<file path="src/hw/rtl/cal_pkg.sv">
// Shared types and constants for the compacting array list unit.
// No dependencies.
package cal_pkg;

   localparam int CAPACITY = 16;
   localparam int IDX_W    = $clog2(CAPACITY);
   localparam int FILL_W   = $clog2(CAPACITY + 1);
   localparam int DATA_W   = 32;
   localparam int POS_W    = 8;
   localparam int COUNT_W  = 9;

   typedef logic [1:0]                mode_type;
   typedef logic signed [DATA_W-1:0]  value_type;
   typedef logic [POS_W-1:0]          pos_type;
   typedef logic [COUNT_W-1:0]        count_type;
   typedef logic [IDX_W-1:0]          idx_type;
   typedef logic [FILL_W-1:0]         fill_type;

   localparam mode_type MODE_APPEND       = 2'd0;
   localparam mode_type MODE_REMOVE_VALUE = 2'd1;
   localparam mode_type MODE_REMOVE_POS   = 2'd2;
   localparam mode_type MODE_READ         = 2'd3;

endpackage

</file>
<file path="src/hw/rtl/cal_ram.sv">
// Simple dual-port RAM: one write port, one read port with registered data.
// No dependencies.
module cal_ram #(
   parameter int WIDTH = 32,
   parameter int DEPTH = 16,
   parameter int AW    = $clog2(DEPTH)
) (
   input  logic             clock,
   input  logic             we,
   input  logic [AW-1:0]    waddr,
   input  logic [WIDTH-1:0] wdata,
   input  logic [AW-1:0]    raddr,
   output logic [WIDTH-1:0] rdata
);

   logic [WIDTH-1:0] mem [DEPTH];
   logic [WIDTH-1:0] rdata_ff;

   always_ff @(posedge clock) begin
      if (we) begin
         mem[waddr] <= wdata;
      end
      rdata_ff <= mem[raddr];
   end

   assign rdata = rdata_ff;

endmodule

</file>
<file path="src/hw/rtl/compacting_array_list_unit.sv">
// Compacting array list: a packed list of signed 32-bit entries in one RAM.
// Depends on cal_pkg and cal_ram.
//
// Usage:
//   A request (req_mode, req_value, req_position) is taken on req_valid and
//   req_ready. Modes: append, remove first equal value, remove at position,
//   read at position. Each request gives exactly one response on the rsp_
//   channel: rsp_ok, rsp_count (entries held afterwards) and rsp_read_value
//   (entry read in read mode on success, otherwise zero).
//   One request is worked at a time; req_ready is high while the sequencer
//   is idle. Steps from accept to response valid:
//     append or failed index check: straight to the done state
//     read: a wait for the RAM read data, then the done state
//     removals: a read and a compare per entry searched, then a read and a
//     write per entry moved down, then the done state; a search that finds
//     nothing goes to the done state at the end of the list.
//   The single RAM read port sets the pace of the search and the shift.
//   The response sits in an output register; the next request is accepted
//   while it waits, and the sequencer holds its finished result if the
//   receiver still stalls the previous one.
//   Reset empties the list (count zero); RAM contents are not cleared.
module compacting_array_list_unit (
   input  logic               clock,
   input  logic               reset,
   input  logic               req_valid,
   output logic               req_ready,
   input  cal_pkg::mode_type  req_mode,
   input  cal_pkg::value_type req_value,
   input  cal_pkg::pos_type   req_position,
   output logic               rsp_valid,
   input  logic               rsp_ready,
   output logic               rsp_ok,
   output cal_pkg::count_type rsp_count,
   output cal_pkg::value_type rsp_read_value
);
   import cal_pkg::*;

   localparam logic [2:0] S_IDLE     = 3'd0;
   localparam logic [2:0] S_SRCH_RD  = 3'd1;
   localparam logic [2:0] S_SRCH_CMP = 3'd2;
   localparam logic [2:0] S_SHF_RD   = 3'd3;
   localparam logic [2:0] S_SHF_WR   = 3'd4;
   localparam logic [2:0] S_RD_WAIT  = 3'd5;
   localparam logic [2:0] S_DONE     = 3'd6;

   logic [2:0] state_ff, state_in;
   fill_type   fill_ff, fill_in;
   idx_type    idx_ff, idx_in;
   value_type  value_ff, value_in;
   logic       ok_ff, ok_in;
   value_type  rdv_ff, rdv_in;
   logic       rsp_valid_ff, rsp_valid_in;
   logic       rsp_ok_ff;
   count_type  rsp_count_ff;
   value_type  rsp_rdv_ff;
   logic       load;

   fill_type   next_idx;
   logic       ram_we;
   idx_type    ram_waddr;
   value_type  ram_wdata;
   idx_type    ram_raddr;
   value_type  ram_rdata;

   cal_ram #(
      .WIDTH(DATA_W),
      .DEPTH(CAPACITY),
      .AW   (IDX_W)
   ) u_ram (
      .clock(clock),
      .we   (ram_we),
      .waddr(ram_waddr),
      .wdata(ram_wdata),
      .raddr(ram_raddr),
      .rdata(ram_rdata)
   );

   assign req_ready = (state_ff == S_IDLE);
   assign next_idx  = {1'b0, idx_ff} + FILL_W'(1);

   // Shift writes entry idx then reads idx+2; a read whose data is used never
   // hits the entry written in the same cycle, so no forwarding is needed.
   always_comb begin
      state_in  = state_ff;
      fill_in   = fill_ff;
      idx_in    = idx_ff;
      value_in  = value_ff;
      ok_in     = ok_ff;
      rdv_in    = rdv_ff;
      load      = 1'b0;
      ram_we    = 1'b0;
      ram_waddr = idx_ff;
      ram_wdata = ram_rdata;
      ram_raddr = idx_ff;
      unique case (state_ff)
         S_IDLE: begin
            if (req_valid) begin
               value_in = req_value;
               ok_in    = 1'b0;
               rdv_in   = '0;
               state_in = S_DONE;
               unique case (req_mode)
                  MODE_APPEND: begin
                     if (fill_ff < FILL_W'(CAPACITY)) begin
                        ram_we    = 1'b1;
                        ram_waddr = fill_ff[IDX_W-1:0];
                        ram_wdata = req_value;
                        fill_in   = fill_ff + FILL_W'(1);
                        ok_in     = 1'b1;
                     end
                  end
                  MODE_REMOVE_VALUE: begin
                     idx_in = '0;
                     if (fill_ff != '0) begin
                        state_in = S_SRCH_RD;
                     end
                  end
                  MODE_REMOVE_POS: begin
                     if (req_position < POS_W'(fill_ff)) begin
                        idx_in   = req_position[IDX_W-1:0];
                        state_in = S_SHF_RD;
                     end
                  end
                  MODE_READ: begin
                     if (req_position < POS_W'(fill_ff)) begin
                        ram_raddr = req_position[IDX_W-1:0];
                        state_in  = S_RD_WAIT;
                     end
                  end
                  default: state_in = S_DONE;
               endcase
            end
         end
         S_SRCH_RD: begin
            ram_raddr = idx_ff;
            state_in  = S_SRCH_CMP;
         end
         S_SRCH_CMP: begin
            if (ram_rdata == value_ff) begin
               state_in = S_SHF_RD;
            end else if (next_idx < fill_ff) begin
               idx_in   = next_idx[IDX_W-1:0];
               state_in = S_SRCH_RD;
            end else begin
               state_in = S_DONE;
            end
         end
         S_SHF_RD: begin
            if (next_idx < fill_ff) begin
               ram_raddr = next_idx[IDX_W-1:0];
               state_in  = S_SHF_WR;
            end else begin
               fill_in  = fill_ff - FILL_W'(1);
               ok_in    = 1'b1;
               state_in = S_DONE;
            end
         end
         S_SHF_WR: begin
            ram_we    = 1'b1;
            ram_waddr = idx_ff;
            ram_wdata = ram_rdata;
            idx_in    = next_idx[IDX_W-1:0];
            state_in  = S_SHF_RD;
         end
         S_RD_WAIT: begin
            rdv_in   = ram_rdata;
            ok_in    = 1'b1;
            state_in = S_DONE;
         end
         S_DONE: begin
            if (!rsp_valid_ff || rsp_ready) begin
               load     = 1'b1;
               state_in = S_IDLE;
            end
         end
         default: state_in = S_IDLE;
      endcase
   end

   assign rsp_valid_in = load | (rsp_valid_ff & ~rsp_ready);

   always_ff @(posedge clock) begin
      if (reset) begin
         state_ff     <= S_IDLE;
         fill_ff      <= '0;
         rsp_valid_ff <= 1'b0;
      end else begin
         state_ff     <= state_in;
         fill_ff      <= fill_in;
         rsp_valid_ff <= rsp_valid_in;
      end
   end

   always_ff @(posedge clock) begin
      idx_ff   <= idx_in;
      value_ff <= value_in;
      ok_ff    <= ok_in;
      rdv_ff   <= rdv_in;
      if (load) begin
         rsp_ok_ff    <= ok_ff;
         rsp_count_ff <= COUNT_W'(fill_ff);
         rsp_rdv_ff   <= rdv_ff;
      end
   end

   assign rsp_valid      = rsp_valid_ff;
   assign rsp_ok         = rsp_ok_ff;
   assign rsp_count      = rsp_count_ff;
   assign rsp_read_value = rsp_rdv_ff;

   a_fill_bound: assert property (@(posedge clock) disable iff (reset)
      fill_ff <= FILL_W'(CAPACITY))
      else $error("fill count above capacity");

   a_write_in_list: assert property (@(posedge clock) disable iff (reset)
      ram_we |-> ({1'b0, ram_waddr} <= fill_ff))
      else $error("RAM write beyond list end");

   a_fill_step: assert property (@(posedge clock) disable iff (reset)
      (state_ff != S_IDLE && state_ff != S_SHF_RD) |=> $stable(fill_ff))
      else $error("fill count changed outside append or shift end");

   a_rdv_only_ok: assert property (@(posedge clock) disable iff (reset)
      (rsp_valid && rsp_read_value != '0) |-> rsp_ok)
      else $error("read value on failed response");

endmodule

</file>
<file path="config.mk">
export PLATFORM = sky130hd
export DESIGN_NAME = compacting_array_list_unit
export DESIGN_NICKNAME = d
export VERILOG_FILES = /design/src/hw/rtl/cal_pkg.sv /design/src/hw/rtl/cal_ram.sv /design/src/hw/rtl/compacting_array_list_unit.sv
export SDC_FILE = /design/constraint.sdc
export NUM_CORES = 1
export LEC_CHECK = 0
export ABC_AREA = 1
export ABC_CLOCK_PERIOD_IN_PS = 6050
export BUFFER_PORTS_ARGS = -buffer_cell sky130_fd_sc_hd__buf_2
export CAP_MARGIN = 5
export CORE_MARGIN = 3
export CORE_UTILIZATION = 45
export DETAILED_ROUTE_END_ITERATION = 10
export GPL_TIMING_DRIVEN = 0
export SLEW_MARGIN = 0
export SYNTH_ARGS = -nofsm -noshare
export SYNTH_HDL_FRONTEND = slang
export SYNTH_SLANG_ARGS = --single-unit
</file>
<file path="constraint.sdc">
create_clock -name clock -period 6.05 [get_ports clock]
set_clock_uncertainty 0.15 [all_clocks]
set_input_delay 1.21 -clock clock [delete_from_list [all_inputs] [get_ports clock]]
set_output_delay 1.21 -clock clock [all_outputs]
set_load 0.02 [all_outputs]
</file>
==> results.yml, run 1 <==
cts:
  cts_resized: 0
  cts_hold_buf: 0
  post_cts_buffers: 0
  clkTransAtPathRegs_ns: 0.06
  root_buffer: "clkbuf_16"
  clkLatencyLatePin_ns: 0.60
  h-tree-depth: 3
  cts_buffer_depth: 3
  cts_buffers: 69
  cts_sinks: 660
  cts_tree: "built"
hold_path:
  hold_path_class: "register to register"
  hold_start: "rdv_ff[27]"
  hold_depth: 0
  worstHoldEndpoint: "rsp_read_value[27]"
worst_setup_path:
  crit_family: "compound AO/OA/AOI/OAI gates"
  arrival_ns: 4.65
  required_ns: 6.39
  rrSetupSlack_ns: 1.74
  path_cells: "ha_1 > xor2_1 > ha_1 > a21oi_1 > or2_1 > nand3_4 > nand2_1 > o21ai_0 > o221ai_2 > clkbuf_1 > nand3_1 > nand3_1 > nand2_1"
  path_buf_inv: 1
  cp_slowest_cell: "o221ai_2"
  reg2reg_to: "u_ram.rdata[22]"
  ff2ff_path_depth: 13
  critPathKind: "register to register"
  cp_max_fo: 10
  max_stage_delay_ns: 0.94
  worstSetupEndpointType: "register"
  startpoint: "idx_ff[0]"
  crit_path_start_kind: "register"
  reg2reg_from: "idx_ff[0]"
routing:
  ant_nets: 0
  first_iter_violations: 2248
  viasPerCell: 5.27
  first_pass_iters: 6
  vias: 19600
  wl_mm: 78.5
  drc: 0
  post_drt_wl_per_cell_um: 21.1
synthesis:
  syn_inst: 2619
  synthDistinctLibCells: 38
  ys_seq_elements: 660
  ys_warn_count: 0
  synth_edf_count: 619
  netlist_area_um2: 28400
  synth_flop_cell: "edfxtp_1"
  avgSynthCellArea_um2: 10.8
  async_flop_share: 0
  seq_area_frac_synth: 0.684
timing:
  setup_slack_ns: 1.74
  rsz0062_at_grt: "no"
  fmax_ghz: 0.232
  worst_pin_slew_ns: 1.20
  maxSlewHeadroom: 0.199
  timing.final.crit_share: 0.713
  setup_viol: 0
  hold_viol: 0
  finalMaxSlewViolations: 0
  finalCriticalPeriod_ns: 4.31
floorplanning:
  core_area_um2: 62100
  die_h_um: 257
  ios: 90
  chipWidth_um: 257
  die_area_um2: 66100
  initial_utilization: 0.457
  row_count: 91
placement:
  dp_cells: 3593
  gp_congestion: 0.877
  port_buffers: 85
  dp_hpwl_mm: 55.7
  dp_slack_ns: 1.46
cells_and_area:
  syn_to_final_growth_pct: 16.1
  diodes: 0
  final_cell_mix: "edfxtp_1, nand3_1, nand2_1"
  drive_gt1_frac: 0.144
  fin_nets: 2886
  layoutNonFillerInstCount: 3715
  layout_commonest_cell: "edfxtp_1"
grt:
  grtUsageTotal: 0.236
  overflow: 0
  grt_pass1_vias: 19000
  grt_pass1_wl_mm: 117
  grt_max_degree: 33
  antenna_found_initial: 1
run:
  cap_violations: 0
run_status:
  status: "finished clean"
==> through the flow <==
step	setup TNS, ns	instance area [µm²]	utilization	hold slack [ns]
final	0	32900	0.531	0.265
after global routing	0	32900	0.531	0.267
after CTS	0	32900	0.531	0.265
after detailed placement	0	30700	0.494	0.255
after global placement	-1923.01	29800	0.481	0.253
after floorplan	0	28400	-	0.250
==> layout make-up <==
cell class / instances / area (µm²)
Sequential cell: 660 / 19400
Fill cell: 5313 / 29100
Buffer: 145 / 733
Multi-Input combinational cell: 1450 / 6990
Tap cell: 837 / 1050
Timing Repair Buffer: 134 / 1100
Clock buffer: 92 / 1910
Clock inverter: 30 / 352
Inverter: 367 / 1380
==> layer usage <==
layer | track usage | up-vias | routed length (µm)
li1 | - | 9270 | -
met1 | 0.321 | 9430 | 32600
met2 | 0.397 | 778 | 37900
met3 | 0.0342 | 112 | 6130
met4 | 0.0706 | 2 | 1920
met5 | 0 | - | 13
==> cells by family after synthesis <==
| kind of cell | Yosys count | share of synthesized area |
|---|---|---|
| AND/OR/NAND/NOR | 1321 | 0.210 |
| flip-flops | 660 | 0.684 |
| buffers and inverters | 512 | 0.0744 |
| AO/OA/AOI/OAI | 88 | 0.0175 |
| XOR/XNOR | 24 | 0.00741 |
| adder cells (fa/ha/maj) | 13 | 0.00600 |
| other | 1 | 0.000132 |
==> Yosys cell counts (2+ instances only) <==
cell type | instances | area (µm²)
or2_2 | 11 | 68.8
a21oi_1 | 19 | 95.1
clkbuf_1 | 18 | 67.6
nor3_1 | 6 | 30.0
dfxtp_1 | 41 | 821
xor2_1 | 17 | 149
nand3b_1 | 33 | 248
ha_1 | 12 | 150
nand2_1 | 578 | 2170
nand2_2 | 4 | 25.0
xnor2_1 | 7 | 61.3
o211ai_1 | 9 | 67.6
edfxtp_1 | 619 | 18600
nor2_2 | 2 | 12.5
inv_2 | 9 | 33.8
nor4_1 | 3 | 18.8
o21ai_2 | 2 | 17.5
inv_1 | 358 | 1340
o21ai_0 | 53 | 265
buf_2 | 115 | 576
nor2_1 | 76 | 285
nand3_1 | 596 | 2980
nand4_1 | 5 | 31.3
buf_4 | 12 | 90.1
==> how the worst max path moves through the flow <==
stage / to / slack (ns) / depth (start not counted)
6_report: u_ram.rdata[22] / 1.74 / 13
4_1_cts: u_ram.rdata[14] / 1.83 / 13
5_1_grt: u_ram.rdata[14] / 1.58 / 13
2_1_floorplan: u_ram.mem[11][0] / 0.54 / 8
3_3_place_gp: u_ram.mem[8][15] / -2.70 / 9
3_5_place_dp: u_ram.mem[9][25] / 1.46 / 10
==> flip-flops by register name, indices dropped and copies added, names as in the netlist <==
register	flops
rsp_valid	1
idx_ff	4
ok_ff	1
value_ff	32
fill_ff	5
rsp_count	5
state_ff	3
rsp_ok	1
u_ram.mem	512
rdv_ff	32
rsp_read_value	32
u_ram.rdata	32
Power of run 1 is not shown: default switching activity piles up to over one toggle a cycle in this logic, so the estimate is an artifact.
==> run 2: changes to the inputs <==
--- a/config.mk
+++ b/config.mk
@@ -6,7 +6,7 @@
 export NUM_CORES = 1
 export LEC_CHECK = 0
 export ABC_AREA = 1
-export ABC_CLOCK_PERIOD_IN_PS = 6050
+export ABC_CLOCK_PERIOD_IN_PS = 3900
 export BUFFER_PORTS_ARGS = -buffer_cell sky130_fd_sc_hd__buf_2
 export CAP_MARGIN = 5
 export CORE_MARGIN = 3
==> constraint.sdc (replaced) <==
create_clock -name clock -period 3.9 [get_ports clock]
set_clock_uncertainty 0.15 [all_clocks]
set_input_delay 0.78 -clock clock [delete_from_list [all_inputs] [get_ports clock]]
set_output_delay 0.78 -clock clock [all_outputs]
set_load 0.02 [all_outputs]
==> results.yml, run 2 (synthesis results as in run 1) <==
routing:
  drc: 0
  vias: 20100
  wl_mm: 80.4
  viasPerCell: 5.34
  first_iter_violations: 2029
  post_drt_wl_per_cell_um: 21.4
  ant_nets: 0
  first_pass_iters: 5
cts:
  cts_sinks: 660
  clkLatencyLatePin_ns: 0.62
  root_buffer: "clkbuf_16"
  clkTransAtPathRegs_ns: 0.06
  h-tree-depth: 3
  cts_buffer_depth: 3
  cts_tree: "built"
  cts_buffers: 70
cells_and_area:
  regMostFlops: "u_ram.mem"
  diodes: 0
  post-route-util: 0.539
  layout_commonest_cell: "edfxtp_1"
  syn_to_final_growth_pct: 17.9
  final_cell_mix: "edfxtp_1, nand3_1, nand2_1"
  drive_gt1_frac: 0.158
  largest_register_ffs: 512
  fin_nets: 2922
run:
  cap_violations: 0
worst_setup_path:
  path_buf_inv: 2
  cp_slowest_cell: "edfxtp_1"
  rrSetupSlack_ns: 0.17
  reg2reg_from: "idx_ff[1]"
  critPathKind: "register to register"
  cp_max_fo: 10
  worstSetupEndpointType: "register"
  crit_path_start_kind: "register"
  path_cells: "ha_1 > xor2_2 > ha_1 > a21oi_1 > or2_1 > nand3_4 > xor2_1 > nand2_1 > nand3_2 > nand2_2 > buf_4 > buf_2 > nand2_1 > nand3_1 > nand3_1 > nand3_1 > nand2_1"
  reg2reg_to: "u_ram.rdata[24]"
  arrival_ns: 4.06
  required_ns: 4.22
  ff2ff_path_depth: 17
  max_stage_delay_ns: 0.47
  crit_family: "simple AND/OR/NAND/NOR gates"
floorplanning:
  chipWidth_um: 257
  core_area_um2: 62100
  row_count: 91
  die_area_um2: 66100
  initial_utilization: 0.457
  ios: 90
  die_h_um: 257
run_status:
  status: "finished clean"
placement:
  port_buffers: 85
  gp_congestion: 0.878
  dp_hpwl_mm: 56.3
hold_path:
  worstHoldEndpoint: "value_ff[28]"
  hold_depth: 1
  hold_start: "req_value[28]"
  hold_path_class: "input pin to register"
timing:
  maxSlewHeadroom: 0.224
  timing.final.crit_share: 0.957
  setup-tns-final_ns: 0
  setup_viol: 0
  hold_viol: 0
  rsz0062_at_grt: "no"
  finalMaxSlewViolations: 0
  finalCriticalPeriod_ns: 3.73
  fmax_ghz: 0.268
  worst_pin_slew_ns: 1.16
grt:
  grtUsageTotal: 0.242
  overflow: 0
  grt_pass1_wl_mm: 119
  antenna_found_initial: 0
  grt_pass1_vias: 19200
  grt_max_degree: 33
==> run 2: what timing repair did <==
| item | in CTS | in global routing |
|---|---|---|
| pin swaps | 3 | 14 |
| endpoints found under the setup margin | 73 | 487 |
| hold buffers | 0 | 0 |
| buffers inserted | 4 | 30 |
| resized for setup | 4 | 27 |
==> run 2: worst max-delay path by stage <==
stage                     start                to  slack (ns)  cells after the start
global placement      req_valid  u_ram.mem[8][19]       -2.40                      9
floorplan           state_ff[0]  u_ram.mem[15][0]       -0.18                     11
CTS                 state_ff[0]  u_ram.mem[10][5]       0.003                     12
global route          idx_ff[1]    u_ram.rdata[3]       0.002                     18
finish                idx_ff[1]   u_ram.rdata[24]        0.17                     17
detailed placement    idx_ff[0]   u_ram.rdata[14]       -0.22                     13
==> run 2: cell type report <==
class | instances | area (µm²)
Clock buffer | 91 | 1930
Tap cell | 837 | 1050
Fill cell | 5309 | 28600
Buffer | 145 | 774
Sequential cell | 660 | 19400
Timing Repair Buffer | 169 | 1480
Clock inverter | 39 | 403
Inverter | 367 | 1380
Multi-Input combinational cell | 1450 | 7030
==> run 2: worst register-to-register path, delay by kind of cell, from the launching register on <==
kind | cells | cell delay [ns]
compound gates | 1 | 0.11
xor+xnor | 2 | 0.36
fa+ha+maj | 2 | 0.57
buf+inv | 2 | 0.54
flops | 1 | 0.47
simple gates | 10 | 1.37
==> run 2: layer usage <==
metal  share of wire  GRT usage  wire (µm)  vias up
met2            0.47      0.396      38000      825
met4           0.031     0.0838       2530        0
met1            0.41      0.329      33200     9782
met5               0          0          0        -
met3           0.083     0.0408       6650      139
li1                -          -          -     9333
==> run 2: through the flow <==
stage	hold slack [ns]	std cells	cell area (µm²)	worst slack (ns)
finish	0.206	3758	33500	0.169
detailed placement	0.255	3593	30700	-0.225
CTS	0.178	3727	33100	0.00320
floorplan	0.250	2622	28400	-0.180
global route	0.198	3758	33500	0.00248
global placement	0.252	3544	29900	-2.40
Power of run 2 is left out for the same reason.
